**src/sv/gps_week_to_calendar_date_assert.svh**
```systemverilog
// Assertion macros for the GPS week to calendar date converter.
`ifndef GPS_WEEK_TO_CALENDAR_DATE_ASSERT_SVH
`define GPS_WEEK_TO_CALENDAR_DATE_ASSERT_SVH

// Check a condition in the same cycle as the trigger.
`define GWC_ASSERT_NOW(lbl, trig, cond, msg) \
  lbl: assert property (@(posedge clk) disable iff (rst) (trig) |-> (cond)) \
    else $error(msg);

// Check a condition in the cycle after the trigger.
`define GWC_ASSERT_NEXT(lbl, trig, cond, msg) \
  lbl: assert property (@(posedge clk) disable iff (rst) (trig) |=> (cond)) \
    else $error(msg);

`endif

```
**src/sv/gwcal_pkg.sv**
```systemverilog
// Constants and month table for the GPS week to calendar date converter.
package gwcal_pkg;

  localparam int WEEK_BITS_DEFAULT = 13;
  localparam int TOW_W             = 30;
  localparam int YEAR_W            = 12;

  localparam logic [TOW_W-1:0]  MS_PER_MINUTE    = 30'd60000;
  localparam logic [TOW_W-1:0]  MS_PER_HOUR      = 30'd3600000;
  localparam logic [TOW_W-1:0]  MS_PER_DAY       = 30'd86400000;
  localparam logic [TOW_W-1:0]  MS_PER_WEEK      = 30'd604800000;
  localparam logic [YEAR_W-1:0] EPOCH_YEAR       = 12'd1980;
  localparam logic [2:0]        EPOCH_DAY_OFFSET = 3'd5;

  // 1980 modulo 4, 100 and 400
  localparam logic [1:0] EPOCH_MOD4   = 2'd0;
  localparam logic [6:0] EPOCH_MOD100 = 7'd80;
  localparam logic [8:0] EPOCH_MOD400 = 9'd380;

  localparam logic [3:0] MONTH_JAN = 4'd1;
  localparam logic [3:0] MONTH_FEB = 4'd2;
  localparam logic [3:0] MONTH_APR = 4'd4;
  localparam logic [3:0] MONTH_JUN = 4'd6;
  localparam logic [3:0] MONTH_SEP = 4'd9;
  localparam logic [3:0] MONTH_NOV = 4'd11;
  localparam logic [3:0] MONTH_DEC = 4'd12;

  function automatic logic [4:0] month_len(input logic leap, input logic [3:0] mon);
    logic [4:0] len;
    case (mon)
      MONTH_FEB: len = 5'd28 + {4'd0, leap};
      MONTH_APR, MONTH_JUN, MONTH_SEP, MONTH_NOV: len = 5'd30;
      default: len = 5'd31;
    endcase
    return len;
  endfunction

endpackage

```
**src/sv/gps_week_to_calendar_date.sv**
```systemverilog
// GPS week and time of week to Gregorian calendar date, one shared subtractor.
//
//  channel  | ports                                      | handshake
//  ---------+--------------------------------------------+------------------------
//  request  | gps_week, time_of_week_ms                  | start && !busy
//  result   | year, month, day_of_month, hour, minute,   | done, one cycle strobe
//           | ms_of_minute, range_error                  |
//
// A transaction first checks the time of week and ends with range_error when it is out
// of range; otherwise a single subtract-and-compare unit walks days, hours, minutes,
// years and months, taking off one day, hour, minute, year or month per step.
// busy rises at the accepting edge and falls as done rises; start is ignored meanwhile.
// Synchronous reset clears the sequencer; results cannot be stalled.
`include "gps_week_to_calendar_date_assert.svh"

module gps_week_to_calendar_date
  import gwcal_pkg::*;
#(
  parameter int WEEK_BITS = WEEK_BITS_DEFAULT
) (
  input  logic                 clk,
  input  logic                 rst,
  input  logic                 start,
  output logic                 busy,
  input  logic [WEEK_BITS-1:0] gps_week,
  input  logic [TOW_W-1:0]     time_of_week_ms,
  output logic                 done,
  output logic [YEAR_W-1:0]    year,
  output logic [3:0]           month,
  output logic [4:0]           day_of_month,
  output logic [4:0]           hour,
  output logic [5:0]           minute,
  output logic [15:0]          ms_of_minute,
  output logic                 range_error
);

  localparam int DAYS_W = WEEK_BITS + 3;

  typedef enum logic [2:0] {
    S_IDLE, S_CHECK, S_DAY, S_HOUR, S_MIN, S_YEAR, S_MONTH
  } state_t;

  state_t               state;
  logic [WEEK_BITS-1:0] week_r;
  logic [TOW_W-1:0]     ms;
  logic [DAYS_W-1:0]    days;
  logic [2:0]           dow;
  logic [4:0]           hr_cnt;
  logic [5:0]           min_cnt;
  logic [YEAR_W-1:0]    yr_cnt;
  logic [3:0]           mon_cnt;
  logic [1:0]           mod4;
  logic [6:0]           mod100;
  logic [8:0]           mod400;

  logic                 leap;
  logic [TOW_W-1:0]     op_a;
  logic [TOW_W-1:0]     op_b;
  logic [TOW_W:0]       sub;
  logic                 geq;
  logic [DAYS_W-1:0]    days_load;

  assign leap = ((mod4 == 2'd0) && (mod100 != 7'd0)) || (mod400 == 9'd0);

  // shared subtract-and-compare unit
  always_comb begin
    op_a = ms;
    op_b = MS_PER_WEEK;
    case (state)
      S_CHECK: op_b = MS_PER_WEEK;
      S_DAY:   op_b = MS_PER_DAY;
      S_HOUR:  op_b = MS_PER_HOUR;
      S_MIN:   op_b = MS_PER_MINUTE;
      S_YEAR: begin
        op_a = TOW_W'(days);
        op_b = TOW_W'(10'd365 + {9'd0, leap});
      end
      S_MONTH: begin
        op_a = TOW_W'(days);
        op_b = TOW_W'(month_len(leap, mon_cnt));
      end
      default: op_b = MS_PER_WEEK;
    endcase
    sub = {1'b0, op_a} - {1'b0, op_b};
    geq = ~sub[TOW_W];
  end

  // week * 7 + day of week + epoch offset
  assign days_load = {week_r, 3'b000} - DAYS_W'(week_r) + DAYS_W'(dow)
                   + DAYS_W'(EPOCH_DAY_OFFSET);

  always_ff @(posedge clk) begin
    if (rst) begin
      state <= S_IDLE;
      busy  <= 1'b0;
      done  <= 1'b0;
    end else begin
      case (state)
        S_IDLE: begin
          done <= 1'b0;
          if (start) begin
            week_r  <= gps_week;
            ms      <= time_of_week_ms;
            dow     <= 3'd0;
            hr_cnt  <= 5'd0;
            min_cnt <= 6'd0;
            yr_cnt  <= EPOCH_YEAR;
            mod4    <= EPOCH_MOD4;
            mod100  <= EPOCH_MOD100;
            mod400  <= EPOCH_MOD400;
            mon_cnt <= MONTH_JAN;
            busy    <= 1'b1;
            state   <= S_CHECK;
          end
        end
        S_CHECK: begin
          if (geq) begin
            year         <= '0;
            month        <= '0;
            day_of_month <= '0;
            hour         <= '0;
            minute       <= '0;
            ms_of_minute <= '0;
            range_error  <= 1'b1;
            done         <= 1'b1;
            busy         <= 1'b0;
            state        <= S_IDLE;
          end else begin
            state <= S_DAY;
          end
        end
        S_DAY: begin
          if (geq) begin
            ms  <= sub[TOW_W-1:0];
            dow <= dow + 3'd1;
          end else begin
            days  <= days_load;
            state <= S_HOUR;
          end
        end
        S_HOUR: begin
          if (geq) begin
            ms     <= sub[TOW_W-1:0];
            hr_cnt <= hr_cnt + 5'd1;
          end else begin
            state <= S_MIN;
          end
        end
        S_MIN: begin
          if (geq) begin
            ms      <= sub[TOW_W-1:0];
            min_cnt <= min_cnt + 6'd1;
          end else begin
            state <= S_YEAR;
          end
        end
        S_YEAR: begin
          // advance one year and its residues per cycle
          if (geq) begin
            days   <= sub[DAYS_W-1:0];
            yr_cnt <= yr_cnt + 12'd1;
            mod4   <= mod4 + 2'd1;
            mod100 <= (mod100 == 7'd99) ? 7'd0 : mod100 + 7'd1;
            mod400 <= (mod400 == 9'd399) ? 9'd0 : mod400 + 9'd1;
          end else begin
            state <= S_MONTH;
          end
        end
        S_MONTH: begin
          if (geq && (mon_cnt < MONTH_DEC)) begin
            days    <= sub[DAYS_W-1:0];
            mon_cnt <= mon_cnt + 4'd1;
          end else begin
            year         <= yr_cnt;
            month        <= mon_cnt;
            day_of_month <= days[4:0] + 5'd1;
            hour         <= hr_cnt;
            minute       <= min_cnt;
            ms_of_minute <= ms[15:0];
            range_error  <= 1'b0;
            done         <= 1'b1;
            busy         <= 1'b0;
            state        <= S_IDLE;
          end
        end
        default: begin
          done  <= 1'b0;
          busy  <= 1'b0;
          state <= S_IDLE;
        end
      endcase
    end
  end

  `GWC_ASSERT_NEXT(a_accept_busy, start && !busy, busy, "busy not raised after accept")
  `GWC_ASSERT_NEXT(a_done_pulse, done, !done, "done held longer than one cycle")
  `GWC_ASSERT_NOW(a_done_idle, done, !busy && (state == S_IDLE), "done while still working")
  `GWC_ASSERT_NOW(a_err_zero, done && range_error, (year == '0) && (month == '0) && (ms_of_minute == '0), "range error with nonzero fields")
  `GWC_ASSERT_NOW(a_fields_ok, done && !range_error, (month >= MONTH_JAN) && (month <= MONTH_DEC) && (day_of_month != 5'd0) && (hour <= 5'd23) && (minute <= 6'd59) && (ms_of_minute <= 16'd59999), "date or time field out of range")

endmodule
```
**config.mk**
```make
export PLATFORM = sky130hd
export DESIGN_NAME = gps_week_to_calendar_date
export DESIGN_NICKNAME = d
export VERILOG_FILES = /design/src/sv/gwcal_pkg.sv /design/src/sv/gps_week_to_calendar_date.sv
export VERILOG_INCLUDE_DIRS = /design/src /design/src/sv
export SDC_FILE = /design/constraint.sdc
export NUM_CORES = 1
export LEC_CHECK = 0
export ABC_AREA = 1
export ABC_CLOCK_PERIOD_IN_PS = 7400
export BUFFER_PORTS_ARGS = -buffer_cell sky130_fd_sc_hd__buf_2
export CELL_PAD_IN_SITES_DETAIL_PLACEMENT = 0
export CELL_PAD_IN_SITES_GLOBAL_PLACEMENT = 2
export CORE_UTILIZATION = 33
export DETAILED_ROUTE_END_ITERATION = 6
export HOLD_SLACK_MARGIN = 0.08
export PLACE_DENSITY_LB_ADDON = 0.1
export SETUP_SLACK_MARGIN = 0.2
export SYNTH_ARGS = -nofsm -noshare
export SYNTH_HDL_FRONTEND = slang
export SYNTH_SLANG_ARGS = --single-unit
```
**constraint.sdc**
```tcl
create_clock -name clk -period 7.4 [get_ports clk]
set_clock_uncertainty 0.1 [all_clocks]
set_input_delay 0.74 -clock clk [delete_from_list [all_inputs] [get_ports clk]]
set_output_delay 0.74 -clock clk [all_outputs]
set_load 0.005 [all_outputs]
```
Word-level counts from Yosys, hierarchy flattened
Index checks and enable logic that the tools add are counted.

$add $sub $neg: 15. $lt $le $gt $ge: 1. Equal/unequal tests: 26. Muxes and demuxes: 69. Bitwise operators: 3. Reductions and logical operators: 31.

Operators by type and width (count): one-hot mux 30 bit (5 select lines) (1); two-way mux 30 bit (3); two-way mux 16 bit (5); one-hot mux 30 bit (2 select lines) (1); two-way mux 12 bit (4); one-hot mux 12 bit (2 select lines) (2); one-hot mux 16 bit (3 select lines) (1); one-hot mux 5 bit (2 select lines) (4); one-hot mux 16 bit (2 select lines) (1); AND reduction 4 bit (8); subtractor 30 x 30 -> 31 bit (1); two-way mux 9 bit (3); != test 2 bit (second input constant) (13); two-way mux 5 bit (5); two-way mux 3 bit (8); two-way mux 6 bit (4); one-hot mux 6 bit (2 select lines) (2); two-way mux 7 bit (3); one-hot mux 3 bit (7 select lines) (1); one-hot mux 9 bit (2 select lines) (1); adder 16 x 3 -> 16 bit (1); adder 16 x 3 -> 16 bit (second input constant) (1); two-way mux 4 bit (4); one-hot mux 4 bit (2 select lines) (2); 43 further kinds (66).

Register bits: 161.

Longest topological paths before layout
Gate-level depths: netlist of run 1.

Word-level depth: 11. Gate-level depth with buffers: 23.

Least setup slack after synthesis of run 1
No wires, ideal clock.

Path kind: flip-flop to flip-flop. From: register state[1]. To: register day_of_month[0], enable pin. Arrival: 6.315 ns. Required time: 6.783 ns. Slack: 0.469 ns. Cell stages (with the launch flop): 20. Path buffers: 4. Path through: dfxtp_1 buf_4 inv_2 nand2_4 nand3_2 buf_6 clkbuf_1 buf_1 o21ai_0 ha_1 fa_1 inv_1 nand4_1 nand2_1 nand2_1 nand2_1 nand3_2 nand4_1 nand3_1 nor3_1.

Longest elaborated chain between the ends: 8.

Ends and longest elaborated chain: start: declaration (line gps_week_to_calendar_date.sv:43) `state_t state;`; start signal: assignment (line gps_week_to_calendar_date.sv:94) `state <= S_IDLE;`; start signal: assignment (line gps_week_to_calendar_date.sv:113) `state <= S_CHECK;`; start signal: assignment (line gps_week_to_calendar_date.sv:127) `state <= S_IDLE;`; equality test 3 bit, on equally long branches (line gps_week_to_calendar_date.sv:69, gps_week_to_calendar_date.sv:98); OR reduction 2 bit (no source line); two-way mux 30 bit (line gps_week_to_calendar_date.sv:69) `case (state)`; subtractor 30 x 30 -> 31 bit (line gps_week_to_calendar_date.sv:84) `sub = {1'b0, op_a} - {1'b0, op_b};`; inverter 1 bit (line gps_week_to_calendar_date.sv:85) `geq = ~sub[TOW_W];`; logical AND 1 bit (line gps_week_to_calendar_date.sv:170) `if (geq && (mon_cnt < MONTH_DEC)) begin`; != test 2 bit (no source line); AND reduction 4 bit (no source line) *; end signal: assignment (line gps_week_to_calendar_date.sv:176) `day_of_month <= days[4:0] + 5'd1;`; end: declaration (line gps_week_to_calendar_date.sv:30) `output logic [4:0] day_of_month,`.

Every way passes the cells marked *; elsewhere a longest branch is shown, timed or not. A chain may end at the register's enable or synchronous reset.

Final worst setup path of run 1
From: register state[1]. To: register days[7], enable pin.

Longest elaborated chain between the ends: 8.

Ends and longest elaborated chain: equality test 3 bit (line gps_week_to_calendar_date.sv:69, gps_week_to_calendar_date.sv:98); OR reduction 2 bit (no source line); two-way mux 30 bit (line gps_week_to_calendar_date.sv:69); subtractor 30 x 30 -> 31 bit (line gps_week_to_calendar_date.sv:84); inverter 1 bit (line gps_week_to_calendar_date.sv:85); logical AND 1 bit (line gps_week_to_calendar_date.sv:170); != test 2 bit (no source line); AND reduction 5 bit (no source line) *; end signal: assignment (line gps_week_to_calendar_date.sv:137) `days <= days_load;`; end signal: assignment (line gps_week_to_calendar_date.sv:160) `days <= sub[DAYS_W-1:0];`; end signal: assignment (line gps_week_to_calendar_date.sv:171) `days <= sub[DAYS_W-1:0];`; end: declaration (line gps_week_to_calendar_date.sv:46) `logic [DAYS_W-1:0] days;`.

Marks and branches as above.

==> impl_results.md, run 1 <==
* Status: finished, final reports clean
* H-tree levels at 4
* DRT Pass-1 Iters at 5
* Sequential share of the synthesized area at 0.479
* DR top layer: met4
* Hold Crit Start: gps_week[11]
* R2R Path Start: state[1]
* Clk buf depth at 2
* Crit path DAT at a little under 5000 ps
* Via count at between 7,000 and 8,000
* Setup Buffers After CTS at 0
* Yosys warns at 0
* Final setup violation count at 0
* DR vias/cell at between 4 and 5
* First-pass GRT wire length at just over 40 mm
* Sink Count at between 150 and 200
* Largest stage delay, worst path at 710 ps
* Startpoint types: flip-flop
* Drt initial violations at approximately 550
* Final period util at 0.659
* TNS Setup at 0 ps
* Initial antenna violation count at 0
* Post-CTS Resized at 0
* Core ar. at approximately 0.03 sq mm
* WL/cell at roughly 15 microns
* Die H at between 150 and 200 microns
* Hold Crit Depth at 1
* Std-Cell Rows at 63
* Number of global-route vias before repair at approximately 7,500
* Residual DRC at 0
* F_max at 0.205 GHz
* Pin count of the biggest net entering global routing at 50
* Post-DP HPWL at just under 20 mm
* Fin crit period at 4880 ps
* Fin. Hold Viols at 0
* Worst Setup End Kind: flip-flop
* Hold buffer count at cts at 0
* Hold EP: week_r[11]
* Slowest-stage cell, CP: nor2_2
* Path depth of the worst reg2reg path at 19
* P_sw at 2.20 mW
* Number of buffers created by CTS at 17
* Reg power frac at 0.298
* Internal power at about 2.6 mW
* Syn nets at roughly 1,300
* CP Cell Sequence: inv_2, nand2_4, nor2_1, nor2_4, buf_4, inv_2, nor2_1, nand2_1, ha_1, nand2_1, nor2_1, inv_1, nor2_1, nand3_2, nand3_4, inv_1, nand2_1, nand4_1, nor2_2
* Top Ports at 97
* Logic pwr share at 0.523
* PwrDens at about 420 mW/mm^2
* Gpl congestion at between 0.7 and 0.8
* Max Cap Viol at 0
* TritonCTS clock tree: built
* DIE WIDTH at between 150 and 200 microns
* Gr usage total at 0.176
* Synthesized area at ~0.01 sq mm
* WHS at 374 ps
* Setup CP Type: flip-flop to flip-flop
* DRT Wirelength at approximately 26 mm
* M1 WL at around 13 mm
* Post-DRT Antenna Nets at 0
* Mapped Cells at between 1,000 and 1,500
* Internal reg-to-reg setup slack at approximately 2500 ps
* Root Buffer Master: clkbuf_16
* Clock latency on the worst-skew pair at roughly 440 ps
* Area grow syn2layout at 15.0%
* Buffers on Ports at 96
* Max-slew violation count at 0
* Fraction of layout cells with a size suffix above 1 at 0.133
* Worst-path maximum fanout at 39
* Slew @ Worst Pin at around 920 ps
* Slew HR at 0.383
* Wire length on met3 at 855 microns
* Clock Power Share at 0.178
* Syn_area_per_cell at about 8.5 sq um
* CP required at 7360 ps
* Antenna Diode Count at 0
* CTS clk-pin slew, worst paths at ~70 ps
* Grt ovf at 0
* RR Endpoint: days[7]
* Hold crit path type: input port to flip-flop
* Synth unique cells at 46
* CP most frequent cell: nor2_1
* Die area at approximately 0.031 sq mm
* Pleak at approximately 5.3 nW
* VDD IR max at around 0.00016 V
* Switching part of the total at 0.456
* RSZ-0062 raised after global routing: false
* Nets at 1,387
* Met2 WL at between 10 and 15 mm
* Initial Util at 0.336
* Yosys reg bits at between 150 and 200
==> power by group through the flow <==
stage                     combinational [mW]  sequential (mW)  clock (mW)
final                                   2.53             1.44       0.861
after global routing                    2.89             1.46       0.927
after CTS                               2.56             1.44       0.888
after detailed placement                2.54             1.46           0
after global placement                  2.59             1.46           0
after floorplan                         1.82             1.44           0
==> cell usage in the layout (no fill, tap or decap), types with 18 or more instances in the layout <==
cell / instances
nand3_1: 49
inv_1: 192
a21oi_1: 61
nor2_1: 135
edfxtp_1: 156
nor3_1: 23
o21ai_0: 72
ha_1: 65
xnor2_1: 18
buf_2: 96
nand2_1: 260
==> synth_stat cells, drive strengths merged <==
cell type	n	area share
a221oi	1	0.00088
a21oi	62	0.032
nor2	139	0.053
o21a	1	0.00075
clkbuf	17	0.0064
nor4	2	0.0013
nand4	16	0.010
nand3b	3	0.0023
xor2	16	0.014
o32ai	1	0.00088
ha	65	0.081
o21bai	4	0.0030
dfxtp	5	0.010
or2	5	0.0031
xnor2	18	0.016
a21o	4	0.0030
fa	2	0.0040
o2111ai	2	0.0018
nand3	60	0.037
inv	196	0.074
o21ai	78	0.041
a31oi	9	0.0056
buf	11	0.0055
edfxtp	156	0.47
a211oi	2	0.0015
nand2	268	0.10
a21boi	4	0.0030
o211ai	2	0.0015
o31ai	3	0.0023
nor3	26	0.014
==> registers in the layout, indices dropped and copies added (netlist names), 7 cells and up <==
signal        cells
week_r           13
mod400            9
yr_cnt           12
ms               30
year             12
mod100            7
ms_of_minute     16
days             16
==> metrics by stage <==
| step | util | std cells | total power [mW] | setup slack, ps | cell area (sq um) |
|---|---|---|---|---|---|
| CTS | 0.387 | 1677 | 4.89 | 2510 | 11500 |
| global placement | 0.368 | 1645 | 4.05 | 2650 | 10900 |
| global route | 0.387 | 1677 | 5.28 | 1960 | 11500 |
| floorplan | - | 1178 | 3.26 | 469 | 9990 |
| detailed placement | 0.368 | 1645 | 4.00 | 2520 | 10900 |
| finish | 0.387 | 1677 | 4.82 | 2520 | 11500 |
==> cell families (layout without fill, tap and decap cells) <==
group                      Yosys count  count (layout)  share of synthesized area
AOI/OAI and AO/OA                  173             173                     0.0970
adders and majority gates           67              67                     0.0854
DFF                                161             161                      0.479
buffers and inverters              224             333                     0.0856
and+or+nand+nor                    519             519                      0.223
xor gates and xnor gates            34              34                     0.0298
==> worst max path at each step <==
stage	startpoint	to	cells past startpoint
after CTS	state[2]	days[8]	17
after global placement	state[2]	day_of_month[1]	18
after floorplan	state[1]	day_of_month[0]	19
final	state[1]	days[7]	19
after global routing	state[2]	ms_of_minute[6]	17
after detailed placement	state[1]	days[14]	19
==> area by class of cell <==
| cell class | count | area, sq um |
|---|---|---|
| Fill cell | 3097 | 18200 |
| Tap cell | 390 | 488 |
| Clock inverter | 15 | 134 |
| Sequential cell | 161 | 4780 |
| Timing Repair Buffer | 105 | 548 |
| Clock buffer | 17 | 425 |
| Inverter | 196 | 736 |
| Multi-Input combinational cell | 793 | 4370 |
==> metal layers <==
layer  global-route usage  vias to the layer above
met5                    0                        -
met4               0.0478                        0
met3               0.0293                       21
met2                0.278                      160
met1                0.248                     3526
li1                     -                     4094
==> critical path: cells and delay by family, from the launching register on <==
kind	cells	cell delay, ps
buf+inv	5	1000
fa+ha+maj	1	390
flops	1	490
simple gates	13	2470
(Power assumes the default switching activity.)
==> run 2: changes to the inputs <==
--- a/config.mk
+++ b/config.mk
@@ -6,12 +6,12 @@
 export SDC_FILE = /design/constraint.sdc
 export NUM_CORES = 1
 export LEC_CHECK = 0
-export ABC_AREA = 1
-export ABC_CLOCK_PERIOD_IN_PS = 7400
+export ABC_AREA = 0
+export ABC_CLOCK_PERIOD_IN_PS = 4590
 export BUFFER_PORTS_ARGS = -buffer_cell sky130_fd_sc_hd__buf_2
 export CELL_PAD_IN_SITES_DETAIL_PLACEMENT = 0
 export CELL_PAD_IN_SITES_GLOBAL_PLACEMENT = 2
-export CORE_UTILIZATION = 33
+export CORE_UTILIZATION = 39
 export DETAILED_ROUTE_END_ITERATION = 6
 export HOLD_SLACK_MARGIN = 0.08
 export PLACE_DENSITY_LB_ADDON = 0.1
==> constraint.sdc (replaced) <==
create_clock -name clk -period 4.59 [get_ports clk]
set_clock_uncertainty 0.1 [all_clocks]
set_input_delay 0.459 -clock clk [delete_from_list [all_inputs] [get_ports clk]]
set_output_delay 0.459 -clock clk [all_outputs]
set_load 0.005 [all_outputs]
==> run 2 against run 1 <==
Effect of this change: final cell count shrank 16%; clock power grew 71%; worst hold slack lost 270 ps; area after synthesis shrank 5.3%; critical path type unchanged; highest routed layer unchanged; critical endpoint is now min_cnt[4]; clock-buffer cell count grew 1; design area shrank 0.12%.
==> impl_results.md, run 2 <==
* Synthesized area at between 0.009 and 0.01 sq mm
* P_sw at roughly 1.3 mW
* Std-Cell Rows at 56
* Yosys top cell by area: edfxtp_1
* Top flop regs: ms x30, days x16, ms_of_minute x16
* Clock Power Share at 0.335
* Syn nets at around 1,100
* Number of global-route vias before repair at roughly 6,700
* Commonest non-fill, non-tap cell in the layout: edfxtp_1
* CP most frequent cell: nand2_1
* Core ar. at 0.0236 sq mm
* Internal reg-to-reg setup slack at roughly 360 ps
* Logic pwr share at 0.253
* Most flops, register: ms
* Final period util at 0.922
* Clk buf depth at 2
* Syn_area_per_cell at a little over 10 sq um
* RSZ-0062 raised after global routing: false
* Drt initial violations at 362
* Post-DRT Antenna Nets at 0
* Largest stage delay, worst path at roughly 440 ps
* TritonCTS clock tree: built
* Async set or reset register ratio after synthesis at 0
* Pre-CTS setup slack at 96.3 ps
* DR vias/cell at between 4 and 5
* DIE WIDTH at 158 microns
* CTS clk-pin slew, worst paths at around 70 ps
* Sequential share of the synthesized area at 0.506
* EDFF count, synth at between 150 and 200
* Worst Setup End Kind: flip-flop
* Buffers on Ports at 96
* Reg power frac at 0.412
* Setup CP Type: flip-flop to flip-flop
* CP required at approximately 4600 ps
* Hold Crit Depth at 1
* DRT Wirelength at ~22 mm
* Area contributors post-synth: edfxtp_1, ha_1, nand2_1
* CP Cell Sequence: inv_2, ha_1, nand2_1, o41ai_2, nand2_1, o21ai_1, o21ai_1, ha_2, fa_2, nand2b_4, a21oi_4, o21bai_4, a21o_1, o2111ai_2, a221o_2, buf_12, buf_6, nand2_1, a2111oi_4, buf_4
* Crit path DAT at between 4000 and 5000 ps
* Cell with the most instances after synthesis: edfxtp_1
* Hold EP: week_r[2]
* Via count at around 7,000
* Root Buffer Master: clkbuf_16
* Sink Count at roughly 160
* Max Cap Viol at 0
* Clock latency on the worst-skew pair at 430 ps
* Post-synth top cells: edfxtp_1, nand2_1, nor2_1
* Fin. Hold Viols at 0
* Top Ports at 97
* Antenna Diode Count at 0
* Nets at roughly 1,200
* Gpl congestion at between 0.8 and 0.9
* Path depth of the worst reg2reg path at 20
* Grt ovf at 0
* Final setup violation count at 0
* VDD IR max at 0.000240 V
* RR Endpoint: min_cnt[4]
* Dpl cells at 1,363
* Initial antenna violation count at 0
* Mapped Cells at ~940
* TNS Setup at 0 ps
* Most used DFF post-synth: edfxtp_1
* H-tree levels at 4
* PwrDens at between 300 and 400 mW/mm^2
* Slew @ Worst Pin at between 800 and 900 ps
* First-pass GRT wire length at 35.3 mm
* Most frequent cells in the layout: edfxtp_1, nand2_1, nor2_1
* Total chip power at around 4.4 mW
* R2R Path Start: mod100[0]
* Synth top area share at 0.495
* Yosys warns at 0
* Util after Layout at 0.486
* Gr usage total at 0.186
* Hold buffer count at cts at 0
* Worst-path maximum fanout at 6
* Fraction of layout cells with a size suffix above 1 at 0.206
* Hold crit path type: input port to flip-flop
* Startpoint types: flip-flop
* Initial Util at 0.401
* F_max at 0.236 GHz
* Yosys reg bits at 161
* Area grow syn2layout at 21.3%
* Fin crit period at 4230 ps
* Final Non-Filler Cells at 1,405
* Synth unique cells at 61
* DRT Pass-1 Iters at 5
* Slew HR at 0.437
* Largest register FFs at 30
* Max-slew violation count at 0
* Setup ws final at about 360 ps
* Die area at 0.0249 sq mm
* Status: finished, final reports clean
* Internal power at about 3.0 mW
* WL/cell at roughly 16 microns
* Pin count of the biggest net entering global routing at between 40 and 50
* Post-DP HPWL at 15.9 mm
* Pleak at about 4.6 nW
* Number of buffers created by CTS at 17
* Die H at between 150 and 200 microns
* Hold Crit Start: gps_week[2]
* Residual DRC at 0
* Switching part of the total at 0.307
* Slowest-stage cell, CP: edfxtp_1
[run 2: changes by cell type after synthesis, moves of 14 or more]
cell / delta
and3_1: +14
xor2_1: +23
o21ai_0: -29
nand2_1: -130
nor3_1: -15
inv_1: -147
and2_1: +54
nor2_1: -29
nand3_1: -19
[run 2: cell families (layout without fill, tap and decap cells)]
logic type / Yosys count / in the layout / synth area share
simple gates: 381 / 381 / 0.186
compound gates: 173 / 173 / 0.114
flops: 161 / 161 / 0.506
buf+inv: 79 / 228 / 0.0324
xor+xnor: 70 / 70 / 0.0648
fa+ha+maj: 67 / 67 / 0.0902
mux: 6 / 6 / 0.00635
[run 2: worst max path at each step]
stage	start	to	slack, ps	depth (start not counted)
final	mod100[0]	min_cnt[4]	360	20
after CTS	mod100[0]	min_cnt[1]	220	19
after floorplan	state[1]	day_of_month[0]	210	17
after global routing	mod100[0]	min_cnt[1]	170	20
after global placement	mod100[0]	min_cnt[5]	180	19
after detailed placement	mod100[0]	min_cnt[5]	100	19
[run 2: stage by stage]
step | hold slack, ps | area [sq um]
final | 99.4 | 11500
after global routing | 82.0 | 11500
after CTS | 82.1 | 11300
after detailed placement | 426 | 10700
after global placement | 434 | 10700
after floorplan | 386 | 9570
[run 2: power by group through the flow]
stage	registers [mW]	logic (mW)	clock network, mW
finish	1.80	1.11	1.47
global route	1.82	1.24	1.55
CTS	1.80	1.07	1.50
detailed placement	1.84	1.06	0
global placement	1.84	1.07	0
floorplan	1.82	0.747	0
[run 2: cell type report]
type	count	area [sq um]
Clock inverter	14	168
Sequential cell	161	4790
Multi-Input combinational cell	697	4520
Timing Repair Buffer	149	987
Inverter	47	179
Tap cell	319	399
Fill cell	2252	12100
Clock buffer	18	429
[run 2: what timing repair did]
action / CTS / global route
pin swaps: 0 / 7
buffers inserted: 0 / 9
resized for setup: 3 / 18
setup endpoints to repair: 85 / 141
endpoints found under the hold margin: 0 / 0
cloned: 0 / 1
[run 2: critical path: cells and delay by family (launching register included)]
| kind | cells | cell delay, ps |
|---|---|---|
| flip-flops | 1 | 440 |
| adder cells (fa/ha/maj) | 3 | 700 |
| AND/OR/NAND/NOR | 4 | 470 |
| buffers and inverters | 4 | 530 |
| AO/OA/AOI/OAI | 9 | 1700 |
[run 2: routing by layer]
layer,vias to the layer above,share of wire,track usage
li1,3595,-,-
met1,3221,0.51,0.264
met2,128,0.45,0.296
met5,-,0,0
met4,0,0.0097,0.0522
met3,19,0.029,0.0238
